===== src/rtl/fcp_pkg.sv =====
// Framed command parser package: sizes, character codes, keyword table and result type.
// Self-contained; imported by framed_command_parser_unit.
package fcp_pkg;

   localparam int MAX_BODY_LEN = 32;
   localparam int PARAM_COUNT  = 3;
   localparam int OUT_PARAMS   = 3;
   localparam int KW_COUNT     = 7;
   localparam int KW_MAX_LEN   = 11;

   localparam int BODY_W  = $clog2(MAX_BODY_LEN + 1);
   localparam int FIDX_W  = $clog2(PARAM_COUNT + 2);
   localparam int KPOS_W  = 4;
   localparam int ACC_W   = 17;
   localparam int PROD_W  = ACC_W + 4;

   localparam logic [ACC_W-1:0]  ACC_CAP = ACC_W'(32768);
   localparam logic [15:0]       POS_MAX = 16'h7FFF;

   localparam logic [7:0] CH_OPEN  = 8'h3C;
   localparam logic [7:0] CH_CLOSE = 8'h3E;
   localparam logic [7:0] CH_COMMA = 8'h2C;
   localparam logic [7:0] CH_PLUS  = 8'h2B;
   localparam logic [7:0] CH_MINUS = 8'h2D;
   localparam logic [7:0] CH_SPACE = 8'h20;
   localparam logic [7:0] CH_TAB   = 8'h09;
   localparam logic [7:0] CH_CR    = 8'h0D;
   localparam logic [7:0] CH_ZERO  = 8'h30;
   localparam logic [7:0] CH_NINE  = 8'h39;
   localparam logic [7:0] CH_NUL   = 8'h00;

   localparam logic [1:0] NUM_SKIP   = 2'd0;
   localparam logic [1:0] NUM_DIGITS = 2'd1;
   localparam logic [1:0] NUM_DONE   = 2'd2;

   localparam logic [KW_MAX_LEN*8-1:0] KW_TEXT [KW_COUNT] = '{
      (KW_MAX_LEN*8)'("scan"),
      (KW_MAX_LEN*8)'("calibration"),
      (KW_MAX_LEN*8)'("stop"),
      (KW_MAX_LEN*8)'("resume"),
      (KW_MAX_LEN*8)'("pause"),
      (KW_MAX_LEN*8)'("monitor"),
      (KW_MAX_LEN*8)'("cancel")
   };
   localparam logic [KPOS_W-1:0] KW_LEN [KW_COUNT] = '{
      4'd4, 4'd11, 4'd4, 4'd6, 4'd5, 4'd7, 4'd6
   };

   // character of keyword k at position pos; zero past the end
   function automatic logic [7:0] kw_char(input int k, input logic [KPOS_W-1:0] pos);
      logic [7:0] ch;
      ch = CH_NUL;
      if (pos < KW_LEN[k]) begin
         ch = KW_TEXT[k][(int'(KW_LEN[k]) - 1 - int'(pos))*8 +: 8];
      end
      return ch;
   endfunction

   typedef struct packed {
      logic [2:0]  code;
      logic [15:0] param1;
      logic [15:0] param2;
      logic [15:0] param3;
      logic [2:0]  updated;
   } rsp_type;

endpackage


===== src/rtl/framed_command_parser_unit.sv =====
// Framed command parser top level: per-byte frame, keyword and number parsing.
// Depends on fcp_pkg.
//
//  channel | direction | handshake            | payload
//  req     | in        | req_valid/req_stall  | req_rx_byte
//  rsp     | out       | rsp_valid/rsp_stall  | rsp_command_code, rsp_*_param, rsp_params_updated
//
// One byte per cycle while req_stall is low; all parsing state updates in the cycle the byte is accepted.
// A closing byte puts its result in the output register, or in the skid entry when the output register is held.
// Output register plus one skid entry: req_stall rises only when both hold results.
// Synchronous active-high reset clears frame state and the stored parameters.
module framed_command_parser_unit
   import fcp_pkg::*;
(
   input  logic               clock,
   input  logic               reset,
   input  logic               req_valid,
   output logic               req_stall,
   input  logic [7:0]         req_rx_byte,
   output logic               rsp_valid,
   input  logic               rsp_stall,
   output logic [2:0]         rsp_command_code,
   output logic signed [15:0] rsp_first_param,
   output logic signed [15:0] rsp_second_param,
   output logic signed [15:0] rsp_third_param,
   output logic [2:0]         rsp_params_updated
);

   logic                    receiving_ff, receiving_in;
   logic [BODY_W-1:0]       body_count_ff, body_count_in;
   logic [FIDX_W-1:0]       field_index_ff, field_index_in;
   logic                    field_started_ff, field_started_in;
   logic                    body_ended_ff, body_ended_in;
   logic [KW_COUNT-1:0]     kw_cand_ff, kw_cand_in;
   logic [KPOS_W-1:0]       kw_pos_ff, kw_pos_in;
   logic [1:0]              num_phase_ff, num_phase_in;
   logic                    num_neg_ff, num_neg_in;
   logic [ACC_W-1:0]        num_acc_ff, num_acc_in;
   logic [15:0]             pend_ff [PARAM_COUNT];
   logic [15:0]             pend_in [PARAM_COUNT];
   logic [PARAM_COUNT-1:0]  pend_mask_ff, pend_mask_in;
   logic [15:0]             com_ff [PARAM_COUNT];
   logic [15:0]             com_in [PARAM_COUNT];

   logic                    out_valid_ff, out_valid_in;
   rsp_type                 out_ff, out_in;
   logic                    skid_valid_ff, skid_valid_in;
   rsp_type                 skid_ff, skid_in;

   logic                    accept, pop, push;
   rsp_type                 res;

   // end-of-field view of the state
   logic [15:0]             ef_pend [PARAM_COUNT];
   logic [PARAM_COUNT-1:0]  ef_mask;
   logic [FIDX_W-1:0]       ef_index;
   logic [15:0]             field_val;

   logic [2:0]              match;
   logic                    is_digit, is_space;
   logic [PROD_W-1:0]       acc_sum;
   logic [15:0]             res_par [OUT_PARAMS];
   logic [2:0]              res_mask;

   assign accept    = req_valid && !req_stall;
   assign pop       = out_valid_ff && !rsp_stall;
   assign req_stall = skid_valid_ff;

   assign is_digit = (req_rx_byte >= CH_ZERO) && (req_rx_byte <= CH_NINE);
   assign is_space = (req_rx_byte == CH_SPACE) ||
                     ((req_rx_byte >= CH_TAB) && (req_rx_byte <= CH_CR));
   assign acc_sum  = PROD_W'(num_acc_ff) * PROD_W'(10) + PROD_W'(req_rx_byte - CH_ZERO);

   always_comb begin
      field_val = (num_acc_ff > ACC_W'(POS_MAX)) ? POS_MAX : num_acc_ff[15:0];
      if (num_neg_ff) begin
         field_val = 16'(ACC_W'(0) - num_acc_ff);
      end
      ef_mask  = pend_mask_ff;
      ef_index = field_index_ff;
      for (int i = 0; i < PARAM_COUNT; i++) begin
         ef_pend[i] = pend_ff[i];
         if (field_started_ff && (field_index_ff == FIDX_W'(i + 1))) begin
            ef_pend[i] = field_val;
            ef_mask[i] = 1'b1;
         end
      end
      if (field_started_ff && (field_index_ff <= FIDX_W'(PARAM_COUNT))) begin
         ef_index = field_index_ff + FIDX_W'(1);
      end
   end

   always_comb begin
      match = 3'd0;
      if ((field_index_ff != '0) || field_started_ff) begin
         for (int k = KW_COUNT - 1; k >= 0; k--) begin
            if (kw_cand_ff[k] && (kw_pos_ff == KW_LEN[k])) begin
               match = 3'(k + 1);
            end
         end
      end
   end

   always_comb begin
      receiving_in     = receiving_ff;
      body_count_in    = body_count_ff;
      field_index_in   = field_index_ff;
      field_started_in = field_started_ff;
      body_ended_in    = body_ended_ff;
      kw_cand_in       = kw_cand_ff;
      kw_pos_in        = kw_pos_ff;
      num_phase_in     = num_phase_ff;
      num_neg_in       = num_neg_ff;
      num_acc_in       = num_acc_ff;
      pend_mask_in     = pend_mask_ff;
      pend_in          = pend_ff;
      com_in           = com_ff;
      push             = 1'b0;
      for (int i = 0; i < PARAM_COUNT; i++) begin
         if (ef_mask[i]) begin
            com_in[i] = ef_pend[i];
         end
      end
      for (int i = 0; i < OUT_PARAMS; i++) begin
         res_par[i]  = (i < PARAM_COUNT) ? com_in[i % PARAM_COUNT] : 16'd0;
         res_mask[i] = (i < PARAM_COUNT) ? ef_mask[i % PARAM_COUNT] : 1'b0;
      end
      res = '{code: match, param1: res_par[0], param2: res_par[1], param3: res_par[2],
              updated: res_mask};

      if (accept) begin
         priority if (!receiving_ff || (req_rx_byte == CH_OPEN) || (req_rx_byte == CH_CLOSE)
                      || (body_count_ff >= BODY_W'(MAX_BODY_LEN))) begin
            receiving_in     = !receiving_ff && (req_rx_byte == CH_OPEN);
            body_count_in    = '0;
            field_index_in   = '0;
            body_ended_in    = 1'b0;
            kw_cand_in       = '1;
            kw_pos_in        = '0;
            pend_mask_in     = '0;
            field_started_in = 1'b0;
            num_phase_in     = NUM_SKIP;
            num_neg_in       = 1'b0;
            num_acc_in       = '0;
            if (!receiving_ff) begin
               com_in = com_ff;
               if (req_rx_byte != CH_OPEN) begin
                  receiving_in   = 1'b0;
                  body_count_in  = body_count_ff;
                  field_index_in = field_index_ff;
                  body_ended_in  = body_ended_ff;
                  kw_cand_in     = kw_cand_ff;
                  kw_pos_in      = kw_pos_ff;
                  pend_mask_in   = pend_mask_ff;
                  field_started_in = field_started_ff;
                  num_phase_in   = num_phase_ff;
                  num_neg_in     = num_neg_ff;
                  num_acc_in     = num_acc_ff;
               end
            end else if (req_rx_byte == CH_CLOSE) begin
               push    = 1'b1;
               pend_in = ef_pend;
            end else begin
               com_in = com_ff;
            end
         end else begin
            com_in        = com_ff;
            body_count_in = body_count_ff + BODY_W'(1);
            if (!body_ended_ff) begin
               priority if (req_rx_byte == CH_NUL) begin
                  body_ended_in = 1'b1;
               end else if (req_rx_byte == CH_COMMA) begin
                  pend_in          = ef_pend;
                  pend_mask_in     = ef_mask;
                  field_index_in   = ef_index;
                  if (field_started_ff) begin
                     field_started_in = 1'b0;
                     num_phase_in     = NUM_SKIP;
                     num_neg_in       = 1'b0;
                     num_acc_in       = '0;
                  end
               end else begin
                  field_started_in = 1'b1;
                  if (field_index_ff == '0) begin
                     for (int k = 0; k < KW_COUNT; k++) begin
                        if ((kw_pos_ff >= KW_LEN[k]) || (kw_char(k, kw_pos_ff) != req_rx_byte)) begin
                           kw_cand_in[k] = 1'b0;
                        end
                     end
                     if (kw_pos_ff != '1) begin
                        kw_pos_in = kw_pos_ff + KPOS_W'(1);
                     end
                  end else if ((field_index_ff <= FIDX_W'(PARAM_COUNT)) &&
                               (num_phase_ff != NUM_DONE)) begin
                     priority if (is_digit) begin
                        num_acc_in   = (acc_sum > PROD_W'(ACC_CAP)) ? ACC_CAP : acc_sum[ACC_W-1:0];
                        num_phase_in = NUM_DIGITS;
                     end else if ((num_phase_ff == NUM_SKIP) && is_space) begin
                        num_phase_in = NUM_SKIP;
                     end else if ((num_phase_ff == NUM_SKIP) &&
                                  ((req_rx_byte == CH_PLUS) || (req_rx_byte == CH_MINUS))) begin
                        num_neg_in   = (req_rx_byte == CH_MINUS);
                        num_phase_in = NUM_DIGITS;
                     end else begin
                        num_phase_in = NUM_DONE;
                     end
                  end
               end
            end
         end
      end else begin
         com_in = com_ff;
      end
   end

   always_comb begin
      out_valid_in  = out_valid_ff;
      out_in        = out_ff;
      skid_valid_in = skid_valid_ff;
      skid_in       = skid_ff;
      if (!out_valid_ff || pop) begin
         if (skid_valid_ff) begin
            out_valid_in  = 1'b1;
            out_in        = skid_ff;
            skid_valid_in = push;
            skid_in       = res;
         end else begin
            out_valid_in = push;
            out_in       = res;
         end
      end else if (push) begin
         skid_valid_in = 1'b1;
         skid_in       = res;
      end
   end

   always_ff @(posedge clock) begin
      if (reset) begin
         receiving_ff     <= 1'b0;
         body_count_ff    <= '0;
         field_index_ff   <= '0;
         field_started_ff <= 1'b0;
         body_ended_ff    <= 1'b0;
         kw_cand_ff       <= '1;
         kw_pos_ff        <= '0;
         num_phase_ff     <= NUM_SKIP;
         num_neg_ff       <= 1'b0;
         num_acc_ff       <= '0;
         pend_mask_ff     <= '0;
         out_valid_ff     <= 1'b0;
         skid_valid_ff    <= 1'b0;
         for (int i = 0; i < PARAM_COUNT; i++) begin
            com_ff[i] <= '0;
         end
      end else begin
         receiving_ff     <= receiving_in;
         body_count_ff    <= body_count_in;
         field_index_ff   <= field_index_in;
         field_started_ff <= field_started_in;
         body_ended_ff    <= body_ended_in;
         kw_cand_ff       <= kw_cand_in;
         kw_pos_ff        <= kw_pos_in;
         num_phase_ff     <= num_phase_in;
         num_neg_ff       <= num_neg_in;
         num_acc_ff       <= num_acc_in;
         pend_mask_ff     <= pend_mask_in;
         out_valid_ff     <= out_valid_in;
         skid_valid_ff    <= skid_valid_in;
         com_ff           <= com_in;
      end
   end

   always_ff @(posedge clock) begin
      pend_ff <= pend_in;
      out_ff  <= out_in;
      skid_ff <= skid_in;
   end

   assign rsp_valid          = out_valid_ff;
   assign rsp_command_code   = out_ff.code;
   assign rsp_first_param    = out_ff.param1;
   assign rsp_second_param   = out_ff.param2;
   assign rsp_third_param    = out_ff.param3;
   assign rsp_params_updated = out_ff.updated;

`ifndef SYNTHESIS
   a_skid_behind_out: assert property (@(posedge clock) disable iff (reset)
      skid_valid_ff |-> out_valid_ff)
      else $error("skid entry held while output register empty");

   a_idle_count_clear: assert property (@(posedge clock) disable iff (reset)
      !receiving_ff |-> (body_count_ff == '0))
      else $error("body count not cleared outside a frame");

   a_body_bound: assert property (@(posedge clock) disable iff (reset)
      body_count_ff <= BODY_W'(MAX_BODY_LEN))
      else $error("body count past limit");

   a_field_bound: assert property (@(posedge clock) disable iff (reset)
      field_index_ff <= FIDX_W'(PARAM_COUNT + 1))
      else $error("field index past last parameter");

   a_close_gives_result: assert property (@(posedge clock) disable iff (reset)
      (accept && receiving_ff && (req_rx_byte == CH_CLOSE)) |=> out_valid_ff)
      else $error("closed frame produced no result");
`endif

endmodule

===== config.mk =====
export PLATFORM = sky130hd
export DESIGN_NAME = framed_command_parser_unit
export DESIGN_NICKNAME = d
export VERILOG_FILES = /design/src/rtl/fcp_pkg.sv /design/src/rtl/framed_command_parser_unit.sv
export SDC_FILE = /design/constraint.sdc
export NUM_CORES = 1
export LEC_CHECK = 0
export ABC_AREA = 1
export ABC_CLOCK_PERIOD_IN_PS = 8530
export BUFFER_PORTS_ARGS = -buffer_cell sky130_fd_sc_hd__buf_2
export CORE_ASPECT_RATIO = 1.1
export CORE_MARGIN = 1
export CORE_UTILIZATION = 50
export DETAILED_ROUTE_END_ITERATION = 16
export PLACE_DENSITY = 0.67
export SETUP_SLACK_MARGIN = 0.02
export SLEW_MARGIN = 30
export SYNTH_ARGS = -nofsm -noshare
export SYNTH_HDL_FRONTEND = slang
export SYNTH_SLANG_ARGS = --single-unit

===== constraint.sdc =====
create_clock -name clock -period 8.53 [get_ports clock]
set_clock_uncertainty 0.05 [all_clocks]
set_input_delay 0.853 -clock clock [delete_from_list [all_inputs] [get_ports clock]]
set_output_delay 0.853 -clock clock [all_outputs]
set_load 0.02 [all_outputs]

==> results_dict.tcl <==
set metrics [dict create \
    outcome "completed" \
    dp_hpwl_um 25900 \
    worst_path_max_delay_cell "dfxtp_1" \
    drcViolationCount 0 \
    drive_gt1_share_pct 7.40 \
    synth_nets 2082 \
    max_freq_mhz 208 \
    tightest_slew_ps 977 \
    gr-usage-met2_pct 41.4 \
    max_stage_delay_ps 470 \
    holdBufCountCts 0 \
    hold_viol 0 \
    maxCapViolCount 0 \
    synthArstFlopShare_pct 0 \
    fin_setup_tns_ps 0 \
    wirelength_um 36600 \
    core.rowCount 66 \
    yosysUniqueCellTypes 49 \
    first_global_vias 12000 \
    synth_area_um2 15000 \
    via_per_inst 5.35 \
    synth_area_per_cell_um2 7.54 \
    finalSetupViolations 0 \
    ys_warn_count 0 \
    met3_usage_pct 2.07 \
    power_per_cell_area_nw_per_um2 151 \
    fp.dieH_um 184 \
    cts.sinks 252 \
    internal-power_mw 1.95 \
    gr-total-overflow 0 \
    sw_frac_of_total_pct 21.5 \
    firstDrtPassIters 6 \
    ys_seq_area_share_pct 43.9 \
    place_inst 2380 \
    endpoint_kind "flop" \
    final_common_cell "nand2_1" \
    cts_tree "built" \
    grt_start_max_net_pins 80 \
    clkPwrFrac_pct 45.6 \
    synth-main-ff-cell "edfxtp_1" \
    busiest_layer "met2" \
    numPortBuffers 67 \
    pwr-share-seq_pct 51.4 \
    crit_path_max_fanout 15 \
    start_util_pct 50.9 \
    avgRoutedWirePerCell_um 15.1 \
    core_area_um2 29600 \
    ios 68 \
    die_area_um2 30800 \
    cts_max_level 1 \
    grt_pass1_wl_um 59600 \
    critPathRequiredTime_ps 8920 \
    p_leak_nw 8.03 \
    ir_drop_v 0.000118 \
    combPwrFrac_pct 3.0 \
    antenna_found_initial 0 \
    num_vias 13000 \
    layout_common_cells "621 x nand2_1, 251 x inv_1, 176 x nor2_1, 156 x edfxtp_1, 119 x nand3_1" \
    use_met1_pct 31.3 \
    power_switching_uw 534 \
    cp.arrival_ps 5200 \
    critPathKind "reg2reg" \
    slew_violations 0 \
    cts_made_buffers 26 \
    fin_crit_ps 4810 \
    drt_iter0_markers 726 \
    period_share_pct 56.3 \
    rsz0062_at_grt "no" \
    max_slew_margin_pct 34.8 \
    cpMostUsedCell "nand2_1" \
    antenna_cells 0 \
    cts_root_buf "clkbuf_16" \
    min_path_type "reg2reg" \
    fin_cells 2427 \
    nets 2122 \
    start_kind "flop" \
    clock_latency_ps 540 \
    cts_buffer_depth 3 \
    synthCells 1994 \
    cts_setup_buffers 0 \
    synth-edff-count 156 \
    grt_usage_pct 23.6 \
    ys_seq_elements 252 \
    clkTransAtPathRegs_ps 60 \
    die_w_um 167 \
    gp_congestion 0.891 \
    postRouteAntennaNets 0 \
    postCtsResizedCells 0 \
    power_mw 2.49 \
    syn_to_final_growth_pct 9.80 \
]
## logic make-up after synthesis
logic type | after synthesis | share of synthesized area (%)
AOI/OAI and AO/OA | 290 | 10.6
xor gates and xnor gates | 52 | 3.03
and+or+nand+nor | 993 | 27.4
DFF | 252 | 43.9
adders and majority gates | 76 | 6.42
buffers and inverters | 331 | 8.58
## metal layers
layer,share of wire [%],routed length [um],vias to the layer above
li1,-,-,6583
met1,46,16900,6054
met2,48,17700,291
met3,3.5,1270,46
met4,1.9,695,0
met5,0,0,-
## power groups by stage
stage	clock network, mW	logic, mW	registers (mW)
after floorplan	0	0.0537	1.31
after detailed placement	0	0.0734	1.31
after global placement	0	0.0731	1.31
after CTS	1.15	0.0734	1.28
final	1.13	0.0741	1.28
after global routing	1.20	0.0821	1.28
## worst paths after layout
kind                   end          start  slack, ps  depth (start not counted)
max          num_acc_ff[9]  num_acc_ff[9]       3720                         25
min          kw_cand_ff[1]  kw_cand_ff[1]        400                          2
max reg2reg  num_acc_ff[9]  num_acc_ff[9]       3720                         25
min reg2reg  kw_cand_ff[1]  kw_cand_ff[1]        400                          2
## critical path: cells and delay by family, from the launching register on
kind | cells | cell delay, ps
AOI/OAI and AO/OA | 7 | 1300
xor gates and xnor gates | 1 | 170
adders and majority gates | 3 | 960
DFF | 1 | 470
and+or+nand+nor | 14 | 1770
## stage by stage
step           util (%)  hold slack, ps  worst slack (ps)  area [um^2]
2_1_floorplan         -             368              1860        15000
3_3_place_gp       52.9             381              4060        15600
4_1_cts            55.8             399              3850        16500
3_5_place_dp       52.9             386              3860        15600
5_1_grt            55.8             424              3280        16500
6_report           55.8             399              3720        16500
## flip-flops by register name, summed over array words and instances (netlist names), 2 cells and up
register	count
field_index_ff	3
body_count_ff	6
rsp_params_updated	3
rsp_second_param	16
rsp_command_code	3
rsp_third_param	16
pend_ff	48
num_phase_ff	2
kw_cand_ff	7
pend_mask_ff	3
kw_pos_ff	4
num_acc_ff	17
skid_ff	54
rsp_first_param	16
com_ff	48
## synthesized netlist by cell type (all sizes together) (2+ instances only)
cell type,number,area share [%]
a21oi,97,3.2
clkinv,6,0.15
clkbuf,45,1.1
or2,6,0.25
fa,2,0.27
nand4,17,0.75
a31oi,32,1.3
nor4,8,0.33
nor3,26,0.87
a211oi,9,0.45
buf,19,0.76
o21ai,120,4.0
dfxtp,96,13
a221oi,2,0.12
xor2,41,2.4
xnor2,11,0.64
o22ai,4,0.17
a22oi,5,0.25
inv,261,6.5
nand3,120,4.1
nand3b,3,0.15
nand2,628,16
nor2,182,4.8
edfxtp,156,31
o211ai,14,0.70
o221ai,2,0.12
ha,74,6.2
## cell type report
cell class	instances	area, um^2
Clock buffer	28	658
Clock inverter	19	195
Fill cell	2807	13100
Inverter	267	1010
Multi-Input combinational cell	1411	7170
Sequential cell	252	6610
Tap cell	374	468
Timing Repair Buffer	76	403
No activity file was read; power rests on OpenSTA's default activity.
